$ cat src/hw/rtl/e2cal_pkg.sv
// Package for the epoch seconds to calendar converter.
// Holds shared constants and the month length table; no dependencies.
package e2cal_pkg;

  localparam int unsigned SecsW       = 32;
  localparam int unsigned DaysW       = 16;   // whole days fit in 16 bits
  localparam int unsigned AccW        = 18;   // shared subtractor width
  localparam int unsigned YearW       = 12;
  localparam int unsigned MulAW       = 25;   // shared multiplier operands
  localparam int unsigned MulBW       = 26;
  localparam int unsigned ProdW       = MulAW + MulBW;

  localparam logic [MulBW-1:0] SecsPerDay  = 26'd86400;
  localparam logic [MulBW-1:0] SecsPerHour = 26'd3600;
  localparam logic [MulBW-1:0] SecsPerMin  = 26'd60;
  localparam logic [MulBW-1:0] DaysPerWeek = 26'd7;
  // Reciprocals, exact over the operand range:
  // (s >> 7) / 675 = (x * DayRecip) >> 35, x < 2^25
  // (sod >> 4) / 225 = (x * HourRecip) >> 21, x < 2^13
  // (mos >> 2) / 15 = (x * MinRecip) >> 14, x < 2^10
  // x / 7 = (x * WeekRecip) >> 19, x < 2^16
  localparam logic [MulBW-1:0] DayRecip    = 26'd50903317;
  localparam logic [MulBW-1:0] HourRecip   = 26'd9321;
  localparam logic [MulBW-1:0] MinRecip    = 26'd1093;
  localparam logic [MulBW-1:0] WeekRecip   = 26'd74899;
  localparam logic [AccW-1:0]  DaysCommon  = 18'd365;
  localparam logic [AccW-1:0]  DaysLeap    = 18'd366;
  localparam logic [YearW-1:0] BaseYear    = 12'd1970;
  // Only century year in range that is not divisible by 400
  localparam logic [YearW-1:0] SkipLeapYear = 12'd2100;
  localparam logic [3:0]       LastMonthIdx = 4'd11;
  localparam logic [DaysW:0]   WeekdayOffset = 17'd4;  // 1970-01-01 was a Thursday

  function automatic logic [4:0] month_len(input logic [3:0] mi, input logic leap);
    logic [4:0] len;
    case (mi)
      4'd0:    len = 5'd31;
      4'd1:    len = leap ? 5'd29 : 5'd28;
      4'd2:    len = 5'd31;
      4'd3:    len = 5'd30;
      4'd4:    len = 5'd31;
      4'd5:    len = 5'd30;
      4'd6:    len = 5'd31;
      4'd7:    len = 5'd31;
      4'd8:    len = 5'd30;
      4'd9:    len = 5'd31;
      4'd10:   len = 5'd30;
      default: len = 5'd31;
    endcase
    return len;
  endfunction

endpackage

$ cat src/hw/rtl/epoch_seconds_to_calendar.sv
// Epoch seconds to Gregorian calendar converter, top level.
// Depends on e2cal_pkg.
//
//  channel | handshake          | payload
//  --------+--------------------+-------------------------------------------------
//  in      | start / busy       | in_epoch_seconds
//  out     | out_valid (strobe) | out_year, out_month, out_day_of_month,
//          |                    | out_hours, out_minutes, out_secs, out_weekday
//
// One item runs S_DAYQ to S_WDAYR, reciprocal multiply and subtract on the
// shared multiplier for the divisions by 86400, 3600, 60 and 7, then S_YEAR
// and S_MONTH, which take one year and one month off per cycle by the
// subtractor. No new item is taken while busy.
// busy is high from acceptance until the cycle out_valid pulses.
// Synchronous active-low reset returns the sequencer to idle.
// The receiver cannot stall; results are held on the ports until the next item.
module epoch_seconds_to_calendar
  import e2cal_pkg::*;
(
  input  logic             clk,
  input  logic             rst_n,
  input  logic             start,
  output logic             busy,
  input  logic [31:0]      in_epoch_seconds,
  output logic             out_valid,
  output logic [11:0]      out_year,
  output logic [3:0]       out_month,
  output logic [4:0]       out_day_of_month,
  output logic [4:0]       out_hours,
  output logic [5:0]       out_minutes,
  output logic [5:0]       out_secs,
  output logic [2:0]       out_weekday
);

  typedef enum logic [3:0] {
    S_IDLE, S_DAYQ, S_DAYR, S_HOURQ, S_HOURR, S_MINQ, S_MINR,
    S_WDAYQ, S_WDAYR, S_YEAR, S_MONTH
  } state_t;

  state_t            state_r, state_nxt;
  logic [SecsW-1:0]  q_r, q_nxt;
  logic [DaysW-1:0]  quo_r, quo_nxt;
  logic [AccW-1:0]   r_r, r_nxt;
  logic [DaysW-1:0]  days_r, days_nxt;
  logic [YearW-1:0]  year_r, year_nxt;
  logic [3:0]        mi_r, mi_nxt;
  logic [4:0]        hours_r, hours_nxt;
  logic [5:0]        minutes_r, minutes_nxt;
  logic [5:0]        secs_r, secs_nxt;
  logic [2:0]        weekday_r, weekday_nxt;
  logic              valid_r, valid_nxt;
  logic [11:0]       oyear_r, oyear_nxt;
  logic [3:0]        omonth_r, omonth_nxt;
  logic [4:0]        oday_r, oday_nxt;
  logic [4:0]        ohours_r, ohours_nxt;
  logic [5:0]        ominutes_r, ominutes_nxt;
  logic [5:0]        osecs_r, osecs_nxt;
  logic [2:0]        oweekday_r, oweekday_nxt;

  // shared multiplier and subtractor
  logic [MulAW-1:0]  mul_a;
  logic [MulBW-1:0]  mul_b;
  logic [ProdW-1:0]  prod;
  logic [AccW-1:0]   sub_a, sub_b;
  logic [AccW:0]     diff;
  logic              ge;
  logic              leap;
  logic [DaysW:0]    days_off;

  assign prod     = {{MulBW{1'b0}}, mul_a} * {{MulAW{1'b0}}, mul_b};
  assign diff     = {1'b0, sub_a} - {1'b0, sub_b};
  assign ge       = ~diff[AccW];
  assign leap     = (year_r[1:0] == 2'b00) && (year_r != SkipLeapYear);
  assign days_off = {1'b0, days_r} + WeekdayOffset;

  always_comb begin
    state_nxt    = state_r;
    q_nxt        = q_r;
    quo_nxt      = quo_r;
    r_nxt        = r_r;
    days_nxt     = days_r;
    year_nxt     = year_r;
    mi_nxt       = mi_r;
    hours_nxt    = hours_r;
    minutes_nxt  = minutes_r;
    secs_nxt     = secs_r;
    weekday_nxt  = weekday_r;
    valid_nxt    = 1'b0;
    oyear_nxt    = oyear_r;
    omonth_nxt   = omonth_r;
    oday_nxt     = oday_r;
    ohours_nxt   = ohours_r;
    ominutes_nxt = ominutes_r;
    osecs_nxt    = osecs_r;
    oweekday_nxt = oweekday_r;
    mul_a        = q_r[SecsW-1:7];
    mul_b        = DayRecip;
    sub_a        = r_r;
    sub_b        = DaysCommon;

    case (state_r)
      S_IDLE: begin
        if (start) begin
          q_nxt     = in_epoch_seconds;
          state_nxt = S_DAYQ;
        end
      end
      // quotient states multiply by a reciprocal, remainder states take
      // quotient * divisor off the dividend
      S_DAYQ: begin
        mul_a     = q_r[SecsW-1:7];
        mul_b     = DayRecip;
        quo_nxt   = prod[50:35];
        state_nxt = S_DAYR;
      end
      S_DAYR: begin
        mul_a     = {9'b0, quo_r};
        mul_b     = SecsPerDay;
        sub_a     = q_r[AccW-1:0];
        sub_b     = prod[AccW-1:0];
        days_nxt  = quo_r;
        q_nxt     = {14'b0, diff[AccW-1:0]};
        state_nxt = S_HOURQ;
      end
      S_HOURQ: begin
        mul_a     = {12'b0, q_r[16:4]};
        mul_b     = HourRecip;
        quo_nxt   = {11'b0, prod[25:21]};
        state_nxt = S_HOURR;
      end
      S_HOURR: begin
        mul_a     = {9'b0, quo_r};
        mul_b     = SecsPerHour;
        sub_a     = q_r[AccW-1:0];
        sub_b     = prod[AccW-1:0];
        hours_nxt = quo_r[4:0];
        q_nxt     = {14'b0, diff[AccW-1:0]};
        state_nxt = S_MINQ;
      end
      S_MINQ: begin
        mul_a     = {15'b0, q_r[11:2]};
        mul_b     = MinRecip;
        quo_nxt   = {10'b0, prod[19:14]};
        state_nxt = S_MINR;
      end
      S_MINR: begin
        mul_a       = {9'b0, quo_r};
        mul_b       = SecsPerMin;
        sub_a       = q_r[AccW-1:0];
        sub_b       = prod[AccW-1:0];
        minutes_nxt = quo_r[5:0];
        secs_nxt    = diff[5:0];
        q_nxt       = {15'b0, days_off};
        state_nxt   = S_WDAYQ;
      end
      S_WDAYQ: begin
        mul_a     = {9'b0, q_r[DaysW-1:0]};
        mul_b     = WeekRecip;
        quo_nxt   = {2'b0, prod[32:19]};
        state_nxt = S_WDAYR;
      end
      S_WDAYR: begin
        mul_a       = {9'b0, quo_r};
        mul_b       = DaysPerWeek;
        sub_a       = q_r[AccW-1:0];
        sub_b       = prod[AccW-1:0];
        weekday_nxt = diff[2:0];
        r_nxt       = {2'b00, days_r};
        year_nxt    = BaseYear;
        state_nxt   = S_YEAR;
      end
      S_YEAR: begin
        sub_a = r_r;
        sub_b = leap ? DaysLeap : DaysCommon;
        if (ge) begin
          r_nxt    = diff[AccW-1:0];
          year_nxt = year_r + 12'd1;
        end else begin
          mi_nxt    = '0;
          state_nxt = S_MONTH;
        end
      end
      S_MONTH: begin
        sub_a = r_r;
        sub_b = {13'b0, month_len(mi_r, leap)};
        if ((mi_r == LastMonthIdx) || !ge) begin
          valid_nxt    = 1'b1;
          oyear_nxt    = year_r;
          omonth_nxt   = mi_r + 4'd1;
          oday_nxt     = r_r[4:0] + 5'd1;
          ohours_nxt   = hours_r;
          ominutes_nxt = minutes_r;
          osecs_nxt    = secs_r;
          oweekday_nxt = weekday_r;
          state_nxt    = S_IDLE;
        end else begin
          r_nxt  = diff[AccW-1:0];
          mi_nxt = mi_r + 4'd1;
        end
      end
      default: begin
        state_nxt = S_IDLE;
      end
    endcase
  end

  always_ff @(posedge clk) begin
    if (!rst_n) begin
      state_r <= S_IDLE;
      valid_r <= 1'b0;
    end else begin
      state_r <= state_nxt;
      valid_r <= valid_nxt;
    end
    q_r        <= q_nxt;
    quo_r      <= quo_nxt;
    r_r        <= r_nxt;
    days_r     <= days_nxt;
    year_r     <= year_nxt;
    mi_r       <= mi_nxt;
    hours_r    <= hours_nxt;
    minutes_r  <= minutes_nxt;
    secs_r     <= secs_nxt;
    weekday_r  <= weekday_nxt;
    oyear_r    <= oyear_nxt;
    omonth_r   <= omonth_nxt;
    oday_r     <= oday_nxt;
    ohours_r   <= ohours_nxt;
    ominutes_r <= ominutes_nxt;
    osecs_r    <= osecs_nxt;
    oweekday_r <= oweekday_nxt;
  end

  assign busy             = (state_r != S_IDLE);
  assign out_valid        = valid_r;
  assign out_year         = oyear_r;
  assign out_month        = omonth_r;
  assign out_day_of_month = oday_r;
  assign out_hours        = ohours_r;
  assign out_minutes      = ominutes_r;
  assign out_secs         = osecs_r;
  assign out_weekday      = oweekday_r;

endmodule
$ cat config.mk
export PLATFORM = sky130hd
export DESIGN_NAME = epoch_seconds_to_calendar
export DESIGN_NICKNAME = d
export VERILOG_FILES = /design/src/hw/rtl/e2cal_pkg.sv /design/src/hw/rtl/epoch_seconds_to_calendar.sv
export SDC_FILE = /design/constraint.sdc
export NUM_CORES = 1
export LEC_CHECK = 0
export BUFFER_PORTS_ARGS = -buffer_cell sky130_fd_sc_hd__buf_2
export CORE_MARGIN = 2
export CORE_UTILIZATION = 40
export DETAILED_ROUTE_END_ITERATION = 12
export SLEW_MARGIN = 15
export SYNTH_ARGS = -nofsm -noshare
export SYNTH_HDL_FRONTEND = slang
export SYNTH_SLANG_ARGS = --single-unit
$ cat constraint.sdc
create_clock -name clk -period 14 [get_ports clk]
set_input_delay 0.7 -clock clk [delete_from_list [all_inputs] [get_ports clk]]
set_output_delay 0.7 -clock clk [all_outputs]
set_load 0.03 [all_outputs]
==> flow_summary.toml <==
[timing]
timing.fmax_mhz = 89.73
slew_headroom_pct = 22.62
finalHoldViolCount = 0
clock_skew_ns = 0.02289
setup_viol = 0
fin_tns_setup_ns = 0
period_share_pct = 79.60
rsz0062_at_grt = "false"
worst_pin_slew_ns = 1.148
final.min_clock_period_ns = 11.14
drv_slew = 0

[global_route]
antenna_found_initial = 0
grt_pass1_vias = 19810
grt_max_degree = 48
grt_use_total_pct = 25.60
grt_remaining_overflow = 0
grt_pass1_wl_mm = 120.0

[route]
routed-via-count = 18460
wl_per_cell_um = 22.18
dr.first_iter.drc_count = 1650
dr.pass1.iters = 6
drc = 0
ant_nets = 0
finalWirelength_mm = 78.03
post_drt_via_cell_ratio = 5.247

[clock_network]
clock-sinks = 164
cts_tree = "done"
clock_latency_ns = 0.49
cts.hold.buffers_added = 0
clkTransAtPathRegs_ns = 0.07
postCtsSetupBuffers = 0
clockRootBuffer = "clkbuf_16"
post_cts_resized = 0
cts_max_path_buffers = 2
numCtsBuffers = 17
htreeDepth = 4

[yosys]
ys_ff_latch = 164
syn_area_sq_um = 24760
synthArstFlopShare_pct = 0
synth.distinct_cells = 77
synth_top_flop_cell = "edfxtp_1"
synth-edff-count = 159
synth_area_per_cell_sq_um = 9.542
synth_warnings = 0
synthCells = 2595
ys_seq_area_share_pct = 19.69

[cells_and_area]
multi_input_area_sq_um = 17670
most-common-layout-cells = "600 x inv_1, 401 x fa_1, 331 x nand2_1"
seq_area_sq_um = 4875
nets = 3417
num-fill-cells = 6049
drive_gt1_share_pct = 5.938
antenna_cells = 0
area_delta_synth_final_pct = 8.524
final_common_cell = "inv_1"
stdcell_count = 3518

[floorplan]
start_util_pct = 40.27
pin_count = 78
core_area_sq_um = 61480
die_x_um = 252.8
dieArea_sq_um = 63910
dieHeight_um = 252.8
num_rows = 91

[setup_path]
cp.required_ns = 14.10
worstPathMaxFanout = 24
slowest_delay_ns = 0.83
worst-setup-path-type = "flip-flop to flip-flop"
slowest_stage = "o21bai_2"
path_common_cell = "fa_1"
startpoint_type = "flip-flop"
end_kind = "flip-flop"
worstPathArrival_ns = 11.24

[run_status]
status = "complete, no violations"

[placed_design]
port_buffers = 77
dp_hpwl_mm = 66.70
routabilityCongestion = 0.9695
dp.cells = 3486

[hold_path]
min_path_type = "flip-flop to flip-flop"

[job]
maxCapViolCount = 0
-- path summary, 6_finish.rpt --
check	from	end	slack, ns	cells past startpoint
worst max-delay path	state_r[0]	r_r[2]	2.86	30
worst min-delay path	minutes_r[0]	out_minutes[0]	0.42	0
worst max register to register	state_r[0]	r_r[2]	2.86	30
worst min register to register	minutes_r[0]	out_minutes[0]	0.42	0
-- registers in the layout (all words and copies together) (netlist names), 12 cells and up --
signal,count
r_r,18
quo_r,16
days_r,16
out_year,12
year_r,12
q_r,32
-- area by class of cell --
class	count	share of cell area [%]
timing repair buffer	94	1.909
sequential	164	18.14
clock buffer	17	1.583
inverter	601	8.395
clock inverter	15	0.5494
tap	790	3.678
multi-input combinational	1837	65.75
-- cells by family (layout without fill, tap and decap cells) --
logic type / count (synthesis) / in the layout / share of synthesized area (%)
buffers and inverters: 676 / 727 / 10.41
adder cells (fa/ha/maj): 667 / 667 / 45.86
AND/OR/NAND/NOR: 659 / 659 / 11.72
AO/OA/AOI/OAI: 343 / 343 / 9.287
flip-flops: 164 / 164 / 19.69
XOR/XNOR: 79 / 79 / 2.794
multiplexers: 5 / 5 / 0.2122
other: 2 / 84 / 0.03033
-- worst max-delay path: cells and delay by family, from the launching register on --
| kind | cells | cell delay [ns] |
|---|---|---|
| xor gates and xnor gates | 1 | 0.23 |
| adders and majority gates | 9 | 4.20 |
| buffers and inverters | 5 | 0.54 |
| AOI/OAI and AO/OA | 5 | 1.87 |
| DFF | 1 | 0.82 |
| and+or+nand+nor | 10 | 3.08 |
-- metal layers --
metal	up-vias	share of wire, %	GRT usage [%]
met1	9292	42	33.42
met4	0	3.8	10.28
met2	625	48	42.60
met5	-	0	0.3089
li1	8401	-	-
met3	141	6.0	3.988
-- per-stage QoR --
| stage | hold WS, ns | util [%] | area, sq um | setup slack (ns) |
|---|---|---|---|---|
| floorplan | 0.4003 | - | 25070 | 3.375 |
| global placement | 0.4001 | 42.77 | 26290 | 2.814 |
| detailed placement | 0.4045 | 42.77 | 26300 | 2.574 |
| CTS | 0.4201 | 43.70 | 26870 | 2.556 |
| global route | 0.4275 | 43.71 | 26870 | 2.309 |
| finish | 0.4183 | 43.71 | 26870 | 2.856 |
-- Yosys cell counts (11+ instances only) --
cell	instances	area [sq um]
and2_1	37	231.5
a31oi_1	12	75.07
a21o_1	32	240.2
and3_1	11	68.82
o21ai_0	67	335.3
a21oi_1	95	475.5
a221o_1	14	140.1
xnor2_1	50	437.9
nor2b_1	12	75.07
buf_2	23	115.1
fa_1	401	8028
nand3_1	40	200.2
clkbuf_1	45	168.9
ha_1	266	3328
xor2_1	29	254.0
nand2_1	331	1242
nand2b_1	17	106.4
edfxtp_1	159	4775
o21a_1	13	97.59
nand4_1	19	118.9
inv_1	600	2252
a22oi_1	18	135.1
nor2_1	143	536.8
nor3_1	17	85.08
Power is not shown: default switching activity piles up to over one toggle a cycle in this logic, so the estimate is an artifact.
